`config.mk`:
```
export PLATFORM = sky130hd
export DESIGN_NAME = fpc_plane_regs
export DESIGN_NICKNAME = d
export VERILOG_FILES = /design/src/rtl/fpc_pkg.sv /design/src/rtl/fpc_plane_regs.sv
export SDC_FILE = /design/constraint.sdc
export NUM_CORES = 1
export LEC_CHECK = 0
export BUFFER_PORTS_ARGS = -buffer_cell sky130_fd_sc_hd__clkbuf_2
export CAP_MARGIN = 20
export CORE_ASPECT_RATIO = 2
export CORE_MARGIN = 2
export CORE_UTILIZATION = 45
export DETAILED_ROUTE_END_ITERATION = 16
export MAX_ROUTING_LAYER = met4
export PLACE_DENSITY = 0.8
export SETUP_SLACK_MARGIN = 0.05
export SLEW_MARGIN = 20
export SYNTH_ARGS = -nofsm -noshare
export SYNTH_HDL_FRONTEND = slang
export SYNTH_SLANG_ARGS = --single-unit
```
`constraint.sdc`:
```
create_clock -name clk -period 1.7 [get_ports clk]
set_clock_uncertainty 0.1 [all_clocks]
set_input_delay 0.17 -clock clk [delete_from_list [all_inputs] [get_ports clk]]
set_output_delay 0.17 -clock clk [all_outputs]
set_load 0.005 [all_outputs]
```
`src/rtl/fpc_pkg.sv`:
```
`timescale 1ns / 1ps
// ----------------------------------------------------------------------------
// fpc_pkg: frustum point containment shared definitions
// Register file geometry, default field widths and the pipeline advance bundle.
// ----------------------------------------------------------------------------
package fpc_pkg;

	localparam int NUM_PLANES         = 6;
	localparam int CFG_WIDTH          = 64;
	localparam int CFG_IDX_WIDTH      = 3;
	localparam int COORD_WIDTH_DEF    = 16;
	localparam int NORMAL_WIDTH_DEF   = 11;

	// per-stage load enables, driven by the pipeline control
	typedef struct packed {
		logic s1;
		logic s2;
		logic s3;
	} fpc_adv_t;

endpackage

```
`src/rtl/fpc_plane_regs.sv`:
```
`timescale 1ns / 1ps
// ----------------------------------------------------------------------------
// fpc_plane_regs: plane register file
// Six packed plane words, written through a plain indexed write port.
// ----------------------------------------------------------------------------
module fpc_plane_regs
	import fpc_pkg::*;
(
	input  logic                     clk,
	input  logic                     arst_n,
	input  logic                     cfg_we,
	input  logic [CFG_IDX_WIDTH-1:0] cfg_idx,
	input  logic [CFG_WIDTH-1:0]     cfg_data,
	output logic [CFG_WIDTH-1:0]     plane [NUM_PLANES]
);

	logic [CFG_WIDTH-1:0] plane_q [NUM_PLANES];

	always_ff @(posedge clk or negedge arst_n) begin
		if (!arst_n) begin
			for (int i = 0; i < NUM_PLANES; i++) begin
				plane_q[i] <= '0;
			end
		end else if (cfg_we && (int'(cfg_idx) < NUM_PLANES)) begin
			plane_q[cfg_idx] <= cfg_data;
		end
	end

	assign plane = plane_q;

endmodule

```
# --- Word-level counts from Yosys, hierarchy flattened ---
# Index checks and enable logic that the tools add are counted.
totals:
  latchBits: 0
  romBits: 0
  n_memories: 0
  input_bits: 70
  output_inout_bits: 384
  register_bits: 384
  ram_bits: 0
classes:
  n_bitwise: 1
  eq_ne: 0
  n_lt_le_gt_ge: 3
  div_mod_pow: 0
  shift: 0
  reduce_logical: 2
  mux: 3
  add_sub_neg: 0
  n_mul: 0
op_table:
  columns: ["op", "count"]
  rows:
  - ["bitwise mux 384 bit", 1]
  - ["demux 64 bit (select 3 bit)", 1]
  - ["2-to-1 mux 64 bit", 1]
  - [">= comparator 4 bit, second input constant", 1]
  - ["< comparator 4 x 1 -> 1 bit, second input constant", 1]
  - ["inverter 3 -> 4 bit", 1]
  - ["< comparator 3 bit, second input constant", 1]
  - ["logical AND 1 bit", 2]

# --- Logic depth before layout (Yosys ltp) ---
depth:
  ltp_word: 6
  depth_mapped: 4
  depth_no_buf: 2

# --- Worst setup path after synthesis ---
# No wires, ideal clock.
synth_path:
  path_kind: "input port to flip-flop"
  startpoint: "input port cfg_idx[2]"
  endpoint: "register plane_q, in the netlist plane[328]"
  arrival_time_ns: 1.138
  path_buffers: 2
  setup_ns: 0.125
  cell_stages: 4
  path_slack_ns: 0.337
  path_cell_list: "nor4b_1 buf_4 buf_6 mux2_2"
synth_via:
  elab_chain_cells: 6
  word_cells_on_any_way: 9
synth_lines:
  columns: ["element", "line", "rtl"]
  rows:
  - ["start: declaration", "fpc_plane_regs.sv:12", "input logic [CFG_IDX_WIDTH-1:0] cfg_idx,"]
  - ["inverter 3 -> 4 bit (implied by the code)", "fpc_plane_regs.sv:25", "plane_q[cfg_idx] <= cfg_data;"]
  - [">= comparator 4 bit (implied by the code) / < comparator 4 x 1 -> 1 bit (equally long branches)", "fpc_plane_regs.sv:25", null]
  - ["logical AND 1 bit (implied by the code)", "fpc_plane_regs.sv:25", null]
  - ["2-to-1 mux 64 bit (implied by the code)", "fpc_plane_regs.sv:25", null]
  - ["demux 64 bit (select 3 bit)", "fpc_plane_regs.sv:25", null]
  - ["bitwise mux 384 bit", "fpc_plane_regs.sv:25", null]
  - ["end signal: indexed assignment", "fpc_plane_regs.sv:25", null]
  - ["end: declaration", "fpc_plane_regs.sv:17", "logic [CFG_WIDTH-1:0] plane_q [NUM_PLANES];"]
# Parallel ways exist; a longest one is shown, timed or not.
# A chain may end at the register's enable or synchronous reset.

# --- Worst setup path in the final report ---
layout_path:
  startpoint: "register plane_q, in the netlist plane[237]"
  endpoint: "output port plane[237] in the netlist's numbering"
layout_lines:
  columns: ["element", "line", "rtl"]
  rows:
  - ["end: declaration", "fpc_plane_regs.sv:14", "output logic [CFG_WIDTH-1:0] plane [NUM_PLANES]"]
# No word-level cell between the ends.

==> run metrics <==
outcome complete, no violations; post-synthesis xor/xnor area fraction 0; WL final around 40000 um; Iteration-0 DRC Markers 361; CP Launch Type flip-flop; Post-synth EDFFs 0; Hold Path Class in -> async; first-pass GRT wire length 59400 um; # nets final about 1400; DRC 0; P&R area growth vs syn 32.9%; crit share post-route 0.795; CTS Hold Buffers Added 65; area leader, netlist dfrtp_1; syn_area_per_cell 17.6 um^2; Slew HR 0.737; Fin Setup TNS 0 ns; pwr/cell area between 1000 and 1500 nW/um^2; maxcap violations 0; gp weighted congestion ~0.85; Req. time, crit path 1.43 ns; die area ~33000 um^2; Clk pwr share 0.305; count of cell types in the netlist 9; fraction of layout cells with a size suffix above 1 0.667; final std cells w/o fill approximately 1800; post-synth top area share 0.668; Mapped Cells 816; asr flop ratio synth 1.00; Min Hold Slack 0.0566 ns; most frequent cell after synthesis dfrtp_1; H-tree levels 2; vias per inst 5.19; Crit-path slowest cell dfrtp_1; Max Slew Vio Count 0; adder-cell share of the synthesized area 0; clk_lat worst skew 0.51 ns; Switching Share 0.267; crit end category primary output; Tot GR Track Use 0.240; register bit total from synthesis ~380; buffers added on ports 453; Comb pwr share 0.213; VDD IR max about 0.001 V; clock sinks approximately 380; CTS tree built; DP Wirelength 27300 um; Leak 9.19 nW; antenna viol nets, final 0; RSZ-0062 raised after global routing no; simple-gate share of the synthesized area 0.00444; Largest register FFs 384; ranking of synthesized cells by area dfrtp_1, mux2_2, buf_6, buf_2, mux2_1; NetSw approximately 6.8 mW; cell area after synthesis 14400 um^2; top_reg_cell synth dfrtp_1; number of antenna repair diodes 0; Clk pin slew, worst setup/hold paths 0.07 ns; top cell family by delay on the critical path flip-flops; CP max FO 2; FMAX 740 MHz; core area 31500 um^2; Resized cells post-CTS 0; DRT Pass-1 Iters 4; root cell of the clock tree clkbuf_16; clock buffer depth 3; drt wl/cell 21.6 um; via total after detailed routing 9408; total grt overflow 0; CP peak stage delay roughly 0.43 ns; die height 257 um; min Tclk post-route 1.35 ns; Worst Tran Pin Value 0.395 ns; CP Class reg -> out; Ys Warns 0; Pint 18.6 mW; final setup fails 0; Hold Vio Cnt, Final 0; Seq pwr share 0.482; Post-CTS Setup Bufs 0; CP arrival approximately 1.1 ns; Rows 92; largest net degree at the start of global routing 60; critical path, cell by cell clkbuf_2; post-synthesis sequential area ratio 0.668; antenna violations before repair 0; chip width around 130 um; syn nets 886; vias in the first global route 10400; I/O Pins 454; post-synthesis mux area share 0.301; critical path buffer and inverter count 1; Synth top cells by count dfrtp_1, mux2_2, buf_6, buf_2, mux2_1; placed cell count roughly 1700; Initial Util 0.456; Compound-Gate Fraction of Synth Area 0; CTS Buf Count 34; main combinational cell family by area after synthesis multiplexers
==> final cells by class <==
class | instances | area [um^2]
Multi-Input combinational cell | 390 | 4410
Clock inverter | 10 | 104
Fill cell | 2407 | 12400
Sequential cell | 384 | 9610
Timing Repair Buffer | 558 | 3450
Clock buffer | 48 | 1010
Tap cell | 423 | 529
==> power groups by stage <==
stage / clock network, mW / logic (mW) / registers, mW
4_1_cts: 7.93 / 5.46 / 12.3
5_1_grt: 8.30 / 5.81 / 12.5
3_3_place_gp: 0 / 5.14 / 12.3
2_1_floorplan: 0 / 1.90 / 12.4
3_5_place_dp: 0 / 5.31 / 12.4
6_report: 7.74 / 5.42 / 12.3
==> stage by stage <==
step / utilization / power (mW) / setup slack (ns) / area, um^2
2_1_floorplan: - / 14.3 / 0.337 / 14400
6_report: 0.606 / 25.4 / 0.348 / 19100
3_3_place_gp: 0.550 / 17.4 / 0.0787 / 17300
5_1_grt: 0.606 / 26.6 / 0.317 / 19100
3_5_place_dp: 0.550 / 17.7 / 0.108 / 17300
4_1_cts: 0.606 / 25.6 / 0.323 / 19100
==> per-layer routing <==
metal	part of all wire	global-route usage
met5	0	-
met4	0.074	0.157
met3	0.048	0.0409
met2	0.52	0.402
met1	0.35	0.258
==> cells by family (layout without fill, tap and decap cells) <==
| kind of cell | Yosys count | after routing |
|---|---|---|
| muxes | 384 | 384 |
| DFF | 384 | 384 |
| buffers and inverters | 42 | 616 |
| and+or+nand+nor | 6 | 6 |
==> worst paths after layout <==
| check | start | endpoint | slack, ns | cells past startpoint |
|---|---|---|---|---|
| max in group asynchronous | arst_n | plane[197] | 0.69 | 4 |
| worst min register to register | plane[327] | plane[327] | 0.40 | 1 |
| worst min-delay path | arst_n | plane[159] | 0.06 | 2 |
| min in group clk | cfg_idx[0] | plane[159] | 0.25 | 4 |
| worst max register to register | plane[237] | plane[237] | 0.78 | 1 |
| worst max-delay path | plane[237] | plane[237] | 0.35 | 1 |
==> cells in the final DEF (no fill, tap or decap) <==
cell           netlist  final
clkbuf_2             0    452
dfrtp_1            384    384
mux2_2             379    379
dlygate4sd3_1        0     65
clkbuf_16            0     37
buf_4                1     22
buf_12               0     18
clkbuf_1             0      7
clkinv_2             0      7
mux2_1               5      5
clkbuf_8             0      4
and4bb_4             0      3
nand4b_1             2      2
bufinv_16            0      2
nor4b_2              0      1
inv_6                0      1
buf_8                0      1
Note: power is estimated with default switching activity, not from simulation.
