## src/rtl/fpc_pkg.sv

```systemverilog
`timescale 1ns / 1ps
// ----------------------------------------------------------------------------
// fpc_pkg: frustum point containment shared definitions
// Register file geometry, default field widths and the pipeline advance bundle.
// ----------------------------------------------------------------------------
package fpc_pkg;

	localparam int NUM_PLANES         = 6;
	localparam int CFG_WIDTH          = 64;
	localparam int CFG_IDX_WIDTH      = 3;
	localparam int COORD_WIDTH_DEF    = 16;
	localparam int NORMAL_WIDTH_DEF   = 11;

	// per-stage load enables, driven by the pipeline control
	typedef struct packed {
		logic s1;
		logic s2;
		logic s3;
	} fpc_adv_t;

endpackage

```

## src/rtl/fpc_plane_eval.sv

```systemverilog
`timescale 1ns / 1ps
// ----------------------------------------------------------------------------
// fpc_plane_eval: one plane side test
// Three stages: products, partial sums, signed distance sign check.
// ----------------------------------------------------------------------------
module fpc_plane_eval
	import fpc_pkg::*;
#(
	parameter int COORD_WIDTH  = COORD_WIDTH_DEF,
	parameter int NORMAL_WIDTH = NORMAL_WIDTH_DEF
) (
	input  logic                          clk,
	input  fpc_adv_t                      adv,
	input  logic signed [COORD_WIDTH-1:0] px,
	input  logic signed [COORD_WIDTH-1:0] py,
	input  logic signed [COORD_WIDTH-1:0] pz,
	input  logic [CFG_WIDTH-1:0]          plane,
	output logic                          fail_s3
);

	localparam int PROD_W = COORD_WIDTH + NORMAL_WIDTH;
	localparam int OFF_W  = CFG_WIDTH - 3 * NORMAL_WIDTH;
	localparam int SUM_W  = ((PROD_W > OFF_W) ? PROD_W : OFF_W) + 3;

	logic signed [NORMAL_WIDTH-1:0] nx, ny, nz;
	logic signed [OFF_W-1:0]        d;

	logic signed [PROD_W-1:0] prod_x_s1, prod_y_s1, prod_z_s1;
	logic signed [SUM_W-1:0]  sum_xy_s2, sum_zd_s2;
	logic signed [SUM_W-1:0]  margin;

	assign nx = $signed(plane[NORMAL_WIDTH-1:0]);
	assign ny = $signed(plane[2*NORMAL_WIDTH-1:NORMAL_WIDTH]);
	assign nz = $signed(plane[3*NORMAL_WIDTH-1:2*NORMAL_WIDTH]);
	assign d  = $signed(plane[CFG_WIDTH-1:3*NORMAL_WIDTH]);

	always_ff @(posedge clk) begin
		if (adv.s1) begin
			prod_x_s1 <= PROD_W'(px * nx);
			prod_y_s1 <= PROD_W'(py * ny);
			prod_z_s1 <= PROD_W'(pz * nz);
		end
		if (adv.s2) begin
			sum_xy_s2 <= SUM_W'(prod_x_s1) + SUM_W'(prod_y_s1);
			sum_zd_s2 <= SUM_W'(prod_z_s1) - SUM_W'(d);
		end
		if (adv.s3) begin
			fail_s3 <= margin[SUM_W-1] || (margin == '0);
		end
	end

	assign margin = sum_xy_s2 + sum_zd_s2;

endmodule

```

## config.mk

```make
export PLATFORM = sky130hd
export DESIGN_NAME = fpc_plane_eval
export DESIGN_NICKNAME = d
export VERILOG_FILES = /design/src/rtl/fpc_pkg.sv /design/src/rtl/fpc_plane_eval.sv
export SDC_FILE = /design/constraint.sdc
export NUM_CORES = 2
export LEC_CHECK = 0
export ABC_CLOCK_PERIOD_IN_PS = 7400
export BUFFER_PORTS_ARGS = -buffer_cell sky130_fd_sc_hd__buf_2
export CORE_MARGIN = 3
export CORE_UTILIZATION = 60
export CTS_CLUSTER_SIZE = 10
export DETAILED_ROUTE_END_ITERATION = 7
export MAX_ROUTING_LAYER = met4
export PLACE_DENSITY = 0.78
export SYNTH_ARGS = -nofsm -noshare
export SYNTH_HDL_FRONTEND = slang
export SYNTH_SLANG_ARGS = --single-unit
```

## constraint.sdc

```tcl
create_clock -name clk -period 7.4 [get_ports clk]
set_input_delay 1.48 -clock clk [delete_from_list [all_inputs] [get_ports clk]]
set_output_delay 1.48 -clock clk [all_outputs]
set_load 0.01 [all_outputs]
```

; After elaboration in Yosys (flattened, before gate mapping)
; Cells that the tools add are included.
[op_classes]
shifts = 0
add_sub_neg = 3
n_mul = 3
div = 0
n_reduce_logical = 2
order_cmp = 0
n_mux = 0
n_eq_ne = 0
bitwise = 0
[ops]
columns = operator, n
row1 = $mul 16x11->27, 3
row2 = $add 34x34->34, 1
row3 = $logic_not 34->1, 1
row4 = $sub 27x31->32, 1
row5 = $add 27x27->28, 1
row6 = $logic_or 1x1->1, 1
[totals]
reg_bits = 150
romBits = 0
ram_bits = 0
in_bits = 116
out_inout_bits = 1
latchBits = 0
mem_count = 0
word_cells = 14

; Longest topological paths before layout
[logic_depth]
ltp_word = 3
depth_mapped = 23
ltp_nobuf = 22

; Worst setup path after synthesis
; No wires, ideal clock.
[synth_path]
path_kind = input to register
startpoint = input port py[5]
endpoint = register prod_y_s1[26], data pin
t_arrival_ns = 6.466
path_stages = 20
required_ns = 7.130
slack_ns = 0.664
setup_ns = 0.270
path_buffers = 1
cell_sequence = clkbuf_1 and2_1 fa_1 inv_1 fa_1 inv_1 fa_1 fa_1 inv_1 fa_1 inv_1 ha_1 or2_2 a21oi_1 nor2_1 a41o_1 o41ai_1 o211ai_1 a2111oi_0 nor3b_1
[synth_between]
elab_chain_cells = 1
[synth_rtl]
columns = element, line
row1 = from (decl), fpc_plane_eval.sv:15  ; input logic signed [COORD_WIDTH-1:0] py,
row2 = $mul 16x11->27, fpc_plane_eval.sv:40  ; prod_y_s1 <= PROD_W'(py * ny);
row3 = to (signal assigned), fpc_plane_eval.sv:40
row4 = to (decl), fpc_plane_eval.sv:28  ; logic signed [PROD_W-1:0] prod_x_s1, prod_y_s1, prod_z_s1;
; No other way between the ends.
; A chain may end at the register's enable or synchronous reset.

; Final worst setup path
[layout_path]
startpoint = input port plane[24]
endpoint = register prod_z_s1[26], data pin
[layout_between]
elab_chain_cells = 1
[layout_rtl]
columns = element, line
row1 = from (decl), fpc_plane_eval.sv:17  ; input logic [CFG_WIDTH-1:0] plane,
row2 = $mul 16x11->27, fpc_plane_eval.sv:41  ; prod_z_s1 <= PROD_W'(pz * nz);
row3 = to (signal assigned), fpc_plane_eval.sv:41
row4 = to (decl), fpc_plane_eval.sv:28
; No other way between the ends.

==> flow_summary_export.csv <==
group,metric,value,unit
run_status,status,"complete, no violations",
floorplan,initial_utilization,60.94,%
place,gp_congestion,0.9275,
cts,cts.htree.levels,4,
cells_and_area,syn_to_final_growth,5.602,%
cts,cts_resized,0,
detailed_routing,drtPass1Iterations,5,
cts,clk-insertion-delay-late,0.44,ns
logic_synthesis,synth_area,28430,um2
cts,hold_buffers,0,
cells_and_area,fill_cells,3804,
cells_and_area,antenna_cells,0,
global_routing,gr-total-overflow,0,
timing,min_period,6.875,ns
critical_path,slowest_stage,"fa_1",
logic_synthesis,ys_seq_area_share,15.00,%
floorplan,row_count,79,
cts,clockBufferDepth,2,
detailed_routing,vias,21090,
logic_synthesis,synth_flop_cell,"edfxtp_1",
detailed_routing,final_antenna_net_count,0,
critical_path,cpMostUsedCell,"fa_1",
timing,setup_viol,0,
detailed_routing,wl,63620,um
logic_synthesis,syn_inst,3070,
critical_path,crit_type,"primary input to flop",
timing,tightest_slew,1.066,ns
worst_hold_path,min_path_cells,1,
global_routing,grt_max_degree,82,
logic_synthesis,yosysWarnings,0,
detailed_routing,avgRoutedWirePerCell,17.05,um
place,place_inst,3700,
timing,finalCritPeriodShare,92.91,%
cts,clk_root_buffer_cell,"clkbuf_16",
cells_and_area,multiInputGateArea,21380,um2
critical_path,r2r_end,"fail_s3",
cts,path_clk_slew,0.06,ns
worst_hold_path,holdPathEnd,"sum_xy_s2[0]",
place,post-place-ws,0.1136,ns
timing,tns,0,ns
cts,cts_sinks,142,
critical_path,cp_max_fo,16,
timing,finalHoldViolCount,0,
timing,fin_worst_skew,0.01499,ns
critical_path,path_delay_family,"adder cells",
cells_and_area,layout_common_cells,"638 x inv_1, 489 x fa_1, 334 x nand2_1",
floorplan,die_area,50030,um2
logic_synthesis,synth_seq_cells,142,
cells_and_area,final_cell_count_no_fill,3731,
timing,timing.hold.ws,0.5659,ns
cells_and_area,nNetsFinal,3978,
timing,slew_viol_final,0,
floorplan,fp.dieH,223.7,um
worst_hold_path,hp-start,"prod_x_s1[0]",
logic_synthesis,avgSynthCellArea,9.261,um2
place,port_buffers,116,
cts,cts_tree,"yes",
critical_path,r2r_setup_slack,2.97,ns
detailed_routing,drcViolationCount,0,
timing,layout_setup_ws,0.5245,ns
critical_path,crit_chain,"buf_2 > nand2_1 > fa_1 > inv_1 > ha_1 > inv_1 > fa_1 > fa_1 > fa_1 > inv_1 > ha_1 > nor2b_1 > o21a_1 > o21a_1 > o41a_1 > a41o_1 > o41a_1 > a41oi_1 > o311ai_0 > o211ai_1 > xnor2_1",
floorplan,fp.dieW,223.7,um
timing,fmax,0.1454,GHz
cells_and_area,mostFrequentLayoutCell,"inv_1",
global_routing,grt_use_total,27.39,%
logic_synthesis,syn_nets,3936,
critical_path,cpPeakStageDelay,0.55,ns
critical_path,end_kind,"flop",
job,max_cap_violations,0,
critical_path,critPathBufInv,4,
floorplan,core_area,46650,um2
logic_synthesis,synthArstFlopShare,0,%
cells_and_area,drive_gt1_share,5.570,%
floorplan,ios,117,
logic_synthesis,synth_edf_count,142,
critical_path,r2r-start,"sum_xy_s2[0]",
cells_and_area,regArea,4264,um2
place,dpl.hpwl,53580,um
critical_path,worstPathArrival,7.05,ns
detailed_routing,drt_iter0_markers,1501,
global_routing,grt_antenna_before_repair,0,
cts,post_cts_buffers,0,
logic_synthesis,yosysUniqueCellTypes,86,
critical_path,critical_path_required,7.57,ns
timing,relSlewSlack,28.96,%
critical_path,worst_setup_path_start_kind,"primary input",
worst_hold_path,hp-class,"flop to flop",
global_routing,first_global_vias,22120,
timing,rsz0062_at_grt,"no",
detailed_routing,vias_per_cell,5.653,
global_routing,grt_pass1_wl,108400,um
cts,numCtsBuffers,17,
critical_path,reg2reg_depth,13,
==> metrics by stage <==
step / util (%) / instance area, um2
finish: 64.35 / 30020
global route: 64.35 / 30020
CTS: 64.35 / 30020
detailed placement: 63.08 / 29430
global placement: 63.08 / 29430
floorplan: - / 28430
==> synthesized netlist by cell type, types with 4 or more instances <==
library cell  number  area share (%)
o21a_1            26            0.69
or4_1              5            0.13
a21oi_1          113             2.0
o21ai_0           70             1.2
o211a_1            4            0.14
a311o_1            6            0.21
nor3_1            40            0.70
o2111ai_1          4            0.12
a21o_1            40             1.1
o31ai_1            7            0.18
inv_1            638             8.4
nor2b_1           18            0.40
a2111oi_0          4            0.12
edfxtp_1         142              15
xnor2_1          102             3.1
and2_1           224             4.9
nand4_1           15            0.33
nor2_1           138             1.8
or2_2              5            0.11
a211oi_1          12            0.32
a211o_1            5            0.15
fa_1             489              34
and3_1            19            0.42
a31oi_1            7            0.15
nor4_1             4           0.088
ha_1             261              11
nand2_1          334             4.4
o311ai_0           6            0.18
nor3b_1            6            0.16
xor2_1            34             1.0
nand2b_1          32            0.70
or3_1             17            0.37
o31a_1             7            0.22
o211ai_1          15            0.40
nand3_1           36            0.63
o21bai_1           8            0.21
o22ai_1            6            0.13
clkbuf_1          89             1.2
buf_2              9            0.16
==> state kept, by name (all words and copies together) (netlist names) <==
signal     count
sum_xy_s2     28
prod_x_s1     27
prod_y_s1     27
sum_zd_s2     32
prod_z_s1     27
fail_s3        1
==> worst max-delay path by stage <==
stage	depth (start not counted)	to	start	slack (ns)
final	21	prod_z_s1[26]	plane[24]	0.52
after global placement	20	prod_y_s1[26]	plane[16]	0.30
after global routing	19	prod_y_s1[26]	plane[13]	0.26
after CTS	21	prod_z_s1[26]	plane[24]	0.57
after detailed placement	21	prod_z_s1[26]	plane[24]	0.11
after floorplan	20	prod_y_s1[26]	py[5]	0.66
==> cell families (layout without fill, tap and decap cells) <==
kind of cell	count (synthesis)	after routing	synth area share, %
flip-flops	142	142	15.00
adder cells (fa/ha/maj)	750	750	45.92
buffers and inverters	738	792	9.809
AND/OR/NAND/NOR	910	910	15.77
multiplexers	5	5	0.1848
AO/OA/AOI/OAI	389	389	9.132
XOR/XNOR	136	136	4.190
==> layer usage <==
layer  GRT usage, %  up-vias  routed length [um]
met5              -        -                   0
met3          3.080       99                3469
met2          44.40      638               30720
met1          37.71    10560               28100
met4          6.253        0                1334
li1               -     9798                   -
==> layout make-up <==
class | count | share of cell area (%)
Multi-Input combinational cell | 2190 | 71.20
Timing Repair Buffer | 122 | 2.092
Sequential cell | 142 | 14.20
Inverter | 639 | 7.989
Clock inverter | 13 | 0.5543
Tap cell | 607 | 2.530
Clock buffer | 18 | 1.429
Power is left out: the tool's default activity adds up to more than one toggle a clock period on the data nets, which glitch-free logic cannot reach.
